File: config.mk
export PLATFORM = sky130hd
export DESIGN_NAME = knight_weighted_shortest_path_unit
export DESIGN_NICKNAME = d
export VERILOG_FILES = /design/src/rtl/core/knsp_pkg.sv /design/src/rtl/core/knsp_dist_mem.sv /design/src/rtl/core/knsp_move_calc.sv /design/src/rtl/core/knight_weighted_shortest_path_unit.sv
export SDC_FILE = /design/constraint.sdc
export NUM_CORES = 2
export LEC_CHECK = 0
export BUFFER_PORTS_ARGS = -buffer_cell sky130_fd_sc_hd__buf_4
export CELL_PAD_IN_SITES_DETAIL_PLACEMENT = 1
export CELL_PAD_IN_SITES_GLOBAL_PLACEMENT = 1
export CORE_MARGIN = 2
export CORE_UTILIZATION = 40
export CTS_CLUSTER_SIZE = 30
export DETAILED_ROUTE_END_ITERATION = 7
export GPL_TIMING_DRIVEN = 0
export PLACE_DENSITY_LB_ADDON = 0.1
export SKIP_CTS_REPAIR_TIMING = 1
export SLEW_MARGIN = 20
export SYNTH_ARGS = -nofsm -noshare
export SYNTH_HDL_FRONTEND = slang
export SYNTH_SLANG_ARGS = --single-unit
File: constraint.sdc
create_clock -name clk -period 11.7 [get_ports clk]
set_clock_uncertainty 0.1 [all_clocks]
set_input_delay 1.17 -clock clk [delete_from_list [all_inputs] [get_ports clk]]
set_output_delay 1.17 -clock clk [all_outputs]
set_load 0.02 [all_outputs]
File: src/rtl/core/knsp_pkg.sv
// ----------------------------------------------------------------------------
// knsp_pkg
// Shared types and constants for the knight weighted shortest path unit.
// ----------------------------------------------------------------------------
`default_nettype none

package knsp_pkg;

  // Board side used when the top level is not told otherwise.
  localparam int BOARD_SIDE_DEF = 8;

  // Width of the row and column fields of a query.
  localparam int COORD_IN_W = 3;

  // Distance encoding: all ones means not reached yet.
  localparam int DIST_W = 13;
  localparam logic [DIST_W-1:0] DIST_INF        = 13'd8191;
  localparam logic [DIST_W-1:0] DIST_MAX_FINITE = 13'd8190;

  // The eight knight moves, as row and column offsets.
  localparam int MOVE_CNT = 8;
  localparam int MOVE_W   = 3;
  localparam logic signed [2:0] MOVE_DR [MOVE_CNT] = '{
    -3'sd1, -3'sd2, -3'sd2, -3'sd1, 3'sd1, 3'sd2, 3'sd2, 3'sd1
  };
  localparam logic signed [2:0] MOVE_DC [MOVE_CNT] = '{
    -3'sd2, -3'sd1, 3'sd1, 3'sd2, 3'sd2, 3'sd1, -3'sd1, -3'sd2
  };

  // Query sequencer states.
  typedef enum logic [2:0] {
    ST_IDLE,
    ST_SCAN,
    ST_BASE,
    ST_MREAD,
    ST_MWRITE,
    ST_FINISH,
    ST_REPORT
  } knsp_state_t;

endpackage

`default_nettype wire

File: src/rtl/core/knsp_dist_mem.sv
// ----------------------------------------------------------------------------
// knsp_dist_mem
// Square distance memory: one write and one registered read per cycle.
// A per-entry valid bit makes an unwritten entry read as infinity.
// ----------------------------------------------------------------------------
`default_nettype none

module knsp_dist_mem #(
  parameter int DEPTH = knsp_pkg::BOARD_SIDE_DEF * knsp_pkg::BOARD_SIDE_DEF,
  parameter int AW    = $clog2(DEPTH)
) (
  input  wire                          clk,
  input  wire                          rst,
  input  wire                          clear,
  input  wire                          we,
  input  wire [AW-1:0]                 waddr,
  input  wire [knsp_pkg::DIST_W-1:0]   wdata,
  input  wire                          re,
  input  wire [AW-1:0]                 raddr,
  output logic [knsp_pkg::DIST_W-1:0]  rdata
);

  logic [knsp_pkg::DIST_W-1:0] mem [DEPTH];
  logic [DEPTH-1:0]            valid;

  always_ff @(posedge clk) begin
    if (we) begin
      mem[waddr] <= wdata;
    end
  end

  // A write in the clearing cycle still marks its own entry valid.
  always_ff @(posedge clk) begin
    if (rst) begin
      valid <= '0;
    end else begin
      if (clear) begin
        valid <= '0;
      end
      if (we) begin
        valid[waddr] <= 1'b1;
      end
    end
  end

  always_ff @(posedge clk) begin
    if (re) begin
      rdata <= valid[raddr] ? mem[raddr] : knsp_pkg::DIST_INF;
    end
  end

endmodule

`default_nettype wire

File: src/rtl/core/knsp_move_calc.sv
// ----------------------------------------------------------------------------
// knsp_move_calc
// Neighbor square, board check and saturated candidate cost of one move.
// ----------------------------------------------------------------------------
`default_nettype none

module knsp_move_calc #(
  parameter int BOARD_SIDE = knsp_pkg::BOARD_SIDE_DEF,
  parameter int RW         = $clog2(BOARD_SIDE),
  parameter int AW         = $clog2(BOARD_SIDE * BOARD_SIDE)
) (
  input  wire [RW-1:0]                    row,
  input  wire [RW-1:0]                    col,
  input  wire [knsp_pkg::MOVE_W-1:0]      move,
  input  wire [knsp_pkg::DIST_W-1:0]      base,
  output logic                            on_board,
  output logic [AW-1:0]                   nidx,
  output logic [knsp_pkg::DIST_W-1:0]     cand
);

  localparam int SW = RW + 2;
  localparam int PW = 2 * RW;

  logic signed [SW-1:0]        nr_s;
  logic signed [SW-1:0]        nc_s;
  logic [RW-1:0]               nr;
  logic [RW-1:0]               nc;
  logic [PW-1:0]               prod_r;
  logic [PW-1:0]               prod_c;
  logic [knsp_pkg::DIST_W:0]   sum;

  always_comb begin
    nr_s = $signed({2'b00, row}) + SW'(knsp_pkg::MOVE_DR[move]);
    nc_s = $signed({2'b00, col}) + SW'(knsp_pkg::MOVE_DC[move]);
    on_board = (nr_s >= 0) && (nr_s < SW'(BOARD_SIDE)) &&
               (nc_s >= 0) && (nc_s < SW'(BOARD_SIDE));
    nr = nr_s[RW-1:0];
    nc = nc_s[RW-1:0];
    nidx = AW'(nr) * AW'(BOARD_SIDE) + AW'(nc);
    prod_r = PW'(row) * PW'(nr);
    prod_c = PW'(col) * PW'(nc);
    sum = (knsp_pkg::DIST_W + 1)'(base) + (knsp_pkg::DIST_W + 1)'(prod_r) +
          (knsp_pkg::DIST_W + 1)'(prod_c);
    // Clamp so that a finite cost never aliases the infinity code.
    if (sum > (knsp_pkg::DIST_W + 1)'(knsp_pkg::DIST_MAX_FINITE)) begin
      cand = knsp_pkg::DIST_MAX_FINITE;
    end else begin
      cand = sum[knsp_pkg::DIST_W-1:0];
    end
  end

endmodule

`default_nettype wire

File: src/rtl/core/knight_weighted_shortest_path_unit.sv
// ----------------------------------------------------------------------------
// knight_weighted_shortest_path_unit
// The time from the start beat to done grows with the number of scan passes
//   (full passes of BOARD_SIDE^2 squares, the last one clean), with the
//   pending squares taken and with their moves; it is set by the single
//   distance memory doing one read-modify-write per on-board move.
// Throughput: one query at a time; busy stays high until the done beat.
// Reset: rst (synchronous) returns the sequencer to idle and clears the
//   pending and valid bits; the result strobe cannot be stalled.
// ----------------------------------------------------------------------------
`default_nettype none

module knight_weighted_shortest_path_unit #(
  parameter int BOARD_SIDE = knsp_pkg::BOARD_SIDE_DEF
) (
  input  wire                                clk,
  input  wire                                rst,
  input  wire                                start,
  output logic                               busy,
  input  wire [knsp_pkg::COORD_IN_W-1:0]     start_row,
  input  wire [knsp_pkg::COORD_IN_W-1:0]     start_col,
  input  wire [knsp_pkg::COORD_IN_W-1:0]     target_row,
  input  wire [knsp_pkg::COORD_IN_W-1:0]     target_col,
  output logic                               done,
  output logic [knsp_pkg::DIST_W-1:0]        path_cost,
  output logic                               reached
);

  // Square count, address width and row/column width follow from the side.
  localparam int SQUARES = BOARD_SIDE * BOARD_SIDE;
  localparam int AW      = $clog2(SQUARES);
  localparam int RW      = $clog2(BOARD_SIDE);
  // Comparison width wide enough for both a query coordinate and the side.
  localparam int CMPW    = (RW > knsp_pkg::COORD_IN_W ? RW : knsp_pkg::COORD_IN_W) + 1;
  localparam logic [RW-1:0] LAST_RC = RW'(BOARD_SIDE - 1);
  localparam logic [knsp_pkg::MOVE_W-1:0] LAST_MOVE =
    knsp_pkg::MOVE_W'(knsp_pkg::MOVE_CNT - 1);

  knsp_pkg::knsp_state_t state, state_next;

  // Pending flags, one per square. The scan pointer sweeps the board in
  // passes; a pass that finds nothing pending ends the search, because a
  // square only turns pending while some other square is being processed.
  logic [SQUARES-1:0]               pending;
  logic [RW-1:0]                    scan_r;
  logic [RW-1:0]                    scan_c;
  logic [AW-1:0]                    scan_idx;
  logic                             pass_hit;
  logic                             scan_hit;
  logic                             scan_wrap;

  // The square being relaxed and the move under way.
  logic [RW-1:0]                    cur_r;
  logic [RW-1:0]                    cur_c;
  logic [knsp_pkg::DIST_W-1:0]      base;
  logic [knsp_pkg::MOVE_W-1:0]      move;
  logic [AW-1:0]                    nidx_q;
  logic [knsp_pkg::DIST_W-1:0]      cand_q;

  // Target latched at the start beat.
  logic                             tgt_ok;
  logic [AW-1:0]                    tgt_idx;

  // Query decode.
  logic                             accept;
  logic                             src_ok;
  logic                             dst_ok;
  logic [AW-1:0]                    src_idx;
  logic [AW-1:0]                    dst_idx;

  // Move calculator results.
  logic                             mv_on_board;
  logic [AW-1:0]                    mv_nidx;
  logic [knsp_pkg::DIST_W-1:0]      mv_cand;

  // Memory port.
  logic                             mem_clear;
  logic                             mem_we;
  logic [AW-1:0]                    mem_waddr;
  logic [knsp_pkg::DIST_W-1:0]      mem_wdata;
  logic                             mem_re;
  logic [AW-1:0]                    mem_raddr;
  logic [knsp_pkg::DIST_W-1:0]      mem_rdata;

  logic                             improve;

  assign busy   = (state != knsp_pkg::ST_IDLE);
  assign accept = start && !busy;

  // A query coordinate at or beyond the side lies off the board, which can
  // only happen when the board side is smaller than eight.
  assign src_ok  = (CMPW'(start_row) < CMPW'(BOARD_SIDE)) &&
                   (CMPW'(start_col) < CMPW'(BOARD_SIDE));
  assign dst_ok  = (CMPW'(target_row) < CMPW'(BOARD_SIDE)) &&
                   (CMPW'(target_col) < CMPW'(BOARD_SIDE));
  assign src_idx = AW'(RW'(start_row)) * AW'(BOARD_SIDE) + AW'(RW'(start_col));
  assign dst_idx = AW'(RW'(target_row)) * AW'(BOARD_SIDE) + AW'(RW'(target_col));

  assign scan_idx  = AW'(scan_r) * AW'(BOARD_SIDE) + AW'(scan_c);
  assign scan_hit  = pending[scan_idx];
  assign scan_wrap = (scan_r == LAST_RC) && (scan_c == LAST_RC);

  // The write in the compare cycle lands before any later read is issued,
  // and one square's eight neighbors are all distinct, so the
  // read-modify-write sequence needs no forwarding.
  assign improve = (cand_q < mem_rdata);

  knsp_move_calc #(
    .BOARD_SIDE (BOARD_SIDE),
    .RW         (RW),
    .AW         (AW)
  ) u_move (
    .row      (cur_r),
    .col      (cur_c),
    .move     (move),
    .base     (base),
    .on_board (mv_on_board),
    .nidx     (mv_nidx),
    .cand     (mv_cand)
  );

  knsp_dist_mem #(
    .DEPTH (SQUARES),
    .AW    (AW)
  ) u_mem (
    .clk   (clk),
    .rst   (rst),
    .clear (mem_clear),
    .we    (mem_we),
    .waddr (mem_waddr),
    .wdata (mem_wdata),
    .re    (mem_re),
    .raddr (mem_raddr),
    .rdata (mem_rdata)
  );

  // Next-state logic.
  always_comb begin
    state_next = state;
    case (state)
      knsp_pkg::ST_IDLE: begin
        if (start) begin
          state_next = knsp_pkg::ST_SCAN;
        end
      end
      knsp_pkg::ST_SCAN: begin
        if (scan_hit) begin
          state_next = knsp_pkg::ST_BASE;
        end else if (scan_wrap && !pass_hit) begin
          state_next = knsp_pkg::ST_FINISH;
        end
      end
      knsp_pkg::ST_BASE: begin
        state_next = knsp_pkg::ST_MREAD;
      end
      knsp_pkg::ST_MREAD: begin
        if (mv_on_board) begin
          state_next = knsp_pkg::ST_MWRITE;
        end else if (move == LAST_MOVE) begin
          state_next = knsp_pkg::ST_SCAN;
        end
      end
      knsp_pkg::ST_MWRITE: begin
        if (move == LAST_MOVE) begin
          state_next = knsp_pkg::ST_SCAN;
        end else begin
          state_next = knsp_pkg::ST_MREAD;
        end
      end
      knsp_pkg::ST_FINISH: begin
        state_next = knsp_pkg::ST_REPORT;
      end
      knsp_pkg::ST_REPORT: begin
        state_next = knsp_pkg::ST_IDLE;
      end
      default: begin
        state_next = knsp_pkg::ST_IDLE;
      end
    endcase
  end

  // Memory port control per state.
  always_comb begin
    mem_clear = 1'b0;
    mem_we    = 1'b0;
    mem_waddr = src_idx;
    mem_wdata = '0;
    mem_re    = 1'b0;
    mem_raddr = scan_idx;
    case (state)
      knsp_pkg::ST_IDLE: begin
        // The start square is written with distance zero as the board clears.
        mem_clear = start;
        mem_we    = start && src_ok;
      end
      knsp_pkg::ST_SCAN: begin
        mem_re = scan_hit;
      end
      knsp_pkg::ST_MREAD: begin
        mem_re    = mv_on_board;
        mem_raddr = mv_nidx;
      end
      knsp_pkg::ST_MWRITE: begin
        mem_we    = improve;
        mem_waddr = nidx_q;
        mem_wdata = cand_q;
      end
      knsp_pkg::ST_FINISH: begin
        mem_re    = 1'b1;
        mem_raddr = tgt_idx;
      end
      default: begin
        mem_re = 1'b0;
      end
    endcase
  end

  always_ff @(posedge clk) begin
    if (rst) begin
      state <= knsp_pkg::ST_IDLE;
    end else begin
      state <= state_next;
    end
  end

  // Pending flags.
  always_ff @(posedge clk) begin
    if (rst) begin
      pending <= '0;
    end else begin
      case (state)
        knsp_pkg::ST_IDLE: begin
          if (start) begin
            pending <= '0;
            if (src_ok) begin
              pending[src_idx] <= 1'b1;
            end
          end
        end
        knsp_pkg::ST_SCAN: begin
          if (scan_hit) begin
            pending[scan_idx] <= 1'b0;
          end
        end
        knsp_pkg::ST_MWRITE: begin
          if (improve) begin
            pending[nidx_q] <= 1'b1;
          end
        end
        default: begin
          pending <= pending;
        end
      endcase
    end
  end

  // Scan pointer and pass bookkeeping. The pointer moves on after a hit as
  // well; a hit before the last square marks the pass dirty to sweep again.
  always_ff @(posedge clk) begin
    if (rst) begin
      scan_r   <= '0;
      scan_c   <= '0;
      pass_hit <= 1'b0;
    end else if (accept) begin
      scan_r   <= '0;
      scan_c   <= '0;
      pass_hit <= 1'b0;
    end else if (state == knsp_pkg::ST_SCAN) begin
      if (scan_wrap) begin
        scan_r   <= '0;
        scan_c   <= '0;
        pass_hit <= 1'b0;
      end else begin
        if (scan_c == LAST_RC) begin
          scan_c <= '0;
          scan_r <= scan_r + 1'b1;
        end else begin
          scan_c <= scan_c + 1'b1;
        end
        pass_hit <= pass_hit || scan_hit;
      end
    end
  end

  // Relaxation datapath.
  always_ff @(posedge clk) begin
    if (accept) begin
      tgt_ok  <= dst_ok;
      tgt_idx <= dst_idx;
    end
    if ((state == knsp_pkg::ST_SCAN) && scan_hit) begin
      cur_r <= scan_r;
      cur_c <= scan_c;
    end
    if (state == knsp_pkg::ST_BASE) begin
      base <= mem_rdata;
      move <= '0;
    end
    if (state == knsp_pkg::ST_MREAD) begin
      nidx_q <= mv_nidx;
      cand_q <= mv_cand;
      if (!mv_on_board) begin
        move <= move + 1'b1;
      end
    end
    if (state == knsp_pkg::ST_MWRITE) begin
      move <= move + 1'b1;
    end
  end

  // Result beat, shown for exactly one cycle after the target is read.
  always_ff @(posedge clk) begin
    if (rst) begin
      done <= 1'b0;
    end else begin
      done <= (state == knsp_pkg::ST_REPORT);
    end
  end

  always_ff @(posedge clk) begin
    if (state == knsp_pkg::ST_REPORT) begin
      if (tgt_ok && (mem_rdata != knsp_pkg::DIST_INF)) begin
        reached   <= 1'b1;
        path_cost <= mem_rdata;
      end else begin
        reached   <= 1'b0;
        path_cost <= '0;
      end
    end
  end

endmodule

`default_nettype wire

==> qor.yml <==
synth_most_common_cell: "nand2_1"
crit_arrival_ps: 7310
grt_pass1_wl_um: 233000
ant_nets: 0
peakVddDrop_uv: 133
synth_area_um2: 45400
grt.overflow.total: 0
grt_start_max_net_pins: 65
clkPwrFrac_pct: 41.4
die_x_um: 341
start_util_pct: 40.3
area.sequential_um2: 30000
port_buffers: 29
critPathTopFamily: "adder cells"
layout-drive-gt1-share_pct: 12.0
syn_area_per_cell_um2: 11.7
syn_inst: 3863
first_global_vias: 32768
cts_buffers: 115
timing.rr.start: "move[0]$_DFF_P_"
max_slew_margin_pct: 15.6
antenna_found_initial: 6
maxCapViolations: 0
drt_first_iter_violations: 2930
p_int_uw: 6470
area_growth_pct: 14.2
multi_input_area_um2: 14100
critPathBufInv: 3
synth-compound-area-share_pct: 10.1
synthSimpleGateAreaFrac_pct: 14.0
drt_pass1_iterations: 5
die_y_um: 341
status: "complete, no violations"
stdcell_count: 5625
cpMaxStageDelayCell: "fa_1"
min_to: "u_mem.valid[12]$_SDFF_PP0_"
synthTopCellsByArea: "edfxtp_1, nand2_1, dfxtp_1"
post-route-drc-count: 0
setup_viol: 0
synth_mux_area_share_pct: 4.20
gp_congestion: 0.948
cts.path.max_buffers: 3
synth_top_cell_by_area: "edfxtp_1"
cp_max_fo: 8
criticalPathCategory: "reg2reg"
seq_area_frac_synth_pct: 66.0
ys.flop_type: "edfxtp_1"
route.vias.total: 32021
cts_tree: "done"
hold_depth: 2
synth_enable_flop_cells: 903
cp_cell_sequence: "inv_1 -> ha_1 -> ha_1 -> inv_1 -> fa_1 -> xor2_1 -> nand2_1 -> fa_1 -> fa_1 -> fa_1 -> inv_1 -> fa_1 -> ha_1 -> a21o_1 -> a21oi_1 -> o21bai_1 -> a21oi_1 -> xnor2_1 -> nand4_1 -> nor3b_1 -> o221ai_1 -> and2_1"
power_density_nw_per_um2: 168
timing.final.crit_share_pct: 59.4
cts_sinks: 1045
yosys_warnings: 0
pre_cts_ws_ps: 4710
synth_top_cells_by_count: "nand2_1, edfxtp_1, a21oi_1, nand3_1, mux2i_1"
hold_violations: 0
post-route-cell-area_um2: 51800
r2r_slack_ps: 4750
row_count: 123
synth_top_family_by_area: "simple AND/OR/NAND/NOR gates"
crit_path_frequent_cell: "fa_1"
async_reset_ff_share_pct: 0
start_kind: "flop"
setup_slack_ps: 4750
synth_top_area_share_pct: 59.8
hp-start: "u_mem.valid[12]$_SDFF_PP0_"
final.setup.tns_ps: 0
nets: 4106
synthAdderAreaFrac_pct: 1.90
p_leak_uw: 0.0169
hold_path_class: "reg2reg"
synthXorXnorAreaFrac_pct: 0.251
cpPeakStageDelay_ps: 560
insertion_delay_ps: 710
period_needed_ps: 6950
drt-total-wl_um: 160000
place_inst: 5414
ys_ff_latch: 1045
drv_slew: 0
r2r_cells: 22
grt_usage_pct: 27.4
io_pins: 31
worstPathRequired_ps: 12050
netSwitchingFraction_pct: 25.7
switchingPower_uw: 2240
path_clk_slew_ps: 60
timing.rr.end: "cand_q[0]$_SDFFCE_PN0P_"
fill_cells: 11798
cts_root_buffer: "clkbuf_16"
cp_num_cells: 22
end_kind: "flop"
via_per_inst: 5.69
rsz0062_at_grt: "false"
p_seq_share_pct: 46.8
dieArea_um2: 116000
synthesis.nets: 3938
post_drt_wl_per_cell_um: 28.4
core_area_um2: 112000
netlist-cell-type-count: 84
dpl_cell_area_um2: 48100
fmax_mhz: 144
h-tree-depth: 3
dp_hpwl_um: 111000
p_comb_share_pct: 11.8
worstMarginPinSlew_ps: 1260
layout by cell type (no fill, tap or decap), drive strengths merged, types with 14 or more instances in the layout:
| cell type | n |
|---|---|
| nand2 | 909 |
| edfxtp | 903 |
| a21oi | 336 |
| clkbuf | 262 |
| nand3 | 240 |
| buf | 190 |
| mux2i | 155 |
| nor2 | 151 |
| o21ai | 150 |
| dfxtp | 142 |
| inv | 75 |
| a22oi | 61 |
| o22ai | 52 |
| clkinv | 50 |
| ha | 45 |
| o211ai | 41 |
| and3 | 35 |
| nor3 | 31 |
| nand2b | 25 |
| or2 | 23 |
| a31oi | 20 |
| and2 | 16 |
| a311oi | 15 |
| fa | 15 |
| o31ai | 15 |
| nor2b | 14 |
tightest hold or removal path: cells and delay by family, from the launching register on:
family | cells | cell delay, ps
DFF | 1 | 320
AOI/OAI and AO/OA | 1 | 50
and+or+nand+nor | 1 | 40
through the flow:
step / utilization [%] / hold WS (ps) / power (µW)
final: 46.0 / 351 / 8710
after global routing: 46.0 / 384 / 9010
after CTS: 46.0 / 357 / 8760
after detailed placement: 42.8 / 342 / 5180
after global placement: 42.2 / 332 / 5160
after floorplan: - / 320 / 4830
layer usage:
metal	share of wire, %	global-route usage, %	up-vias
met5	0	0	-
met4	3.6	9.24	0
met3	5.2	3.54	278
met2	48	45.7	969
met1	43	37.1	16420
li1	-	-	14354
cell type report:
type,count,area share (%)
well taps,1500,3.62
repair buffers,51,1.21
plain buffers,256,2.51
clock inverters,64,1.12
inverters,72,0.522
flip-flops and latches,1045,57.8
multi-input cells,2490,27.2
clock buffers,145,5.98
diodes,2,0.00966
power groups by stage:
stage,Sequential [µW],Combinational [µW],Clock [µW]
after floorplan,4140,686,0
after global placement,4150,1010,0
after detailed placement,4150,1030,0
after CTS,4070,1040,3650
after global routing,4070,1150,3790
final,4070,1030,3610
cell families after synthesis:
logic type,Yosys count
fa+ha+maj,60
simple gates,1486
flops,1045
xor+xnor,13
mux,176
buf+inv,328
compound gates,755
state kept, by name (all words and copies together) (netlist names):
| name | cells |
|---|---|
| base | 13 |
| pass_hit | 1 |
| pending | 64 |
| nidx_q | 6 |
| cur_c | 3 |
| cur_r | 3 |
| scan_r | 3 |
| scan_c | 3 |
| state | 3 |
| move | 3 |
| done | 1 |
| tgt_idx | 6 |
| u_mem.mem | 832 |
| path_cost | 13 |
| u_mem.valid | 64 |
| cand_q | 13 |
| reached | 1 |
| u_mem.rdata | 13 |
worst max-delay path by stage:
stage | from | to
floorplan | move[0]$_DFF_P_ | cand_q[0]$_SDFFCE_PN0P_
global placement | move[0]$_DFF_P_ | cand_q[10]$_SDFFCE_PN1P_
detailed placement | move[0]$_DFF_P_ | cand_q[9]$_SDFFCE_PN1P_
CTS | move[0]$_DFF_P_ | cand_q[9]$_SDFFCE_PN1P_
global route | move[0]$_DFF_P_ | cand_q[0]$_SDFFCE_PN0P_
finish | move[0]$_DFF_P_ | cand_q[0]$_SDFFCE_PN0P_
Power figures use the tool's default switching activity.
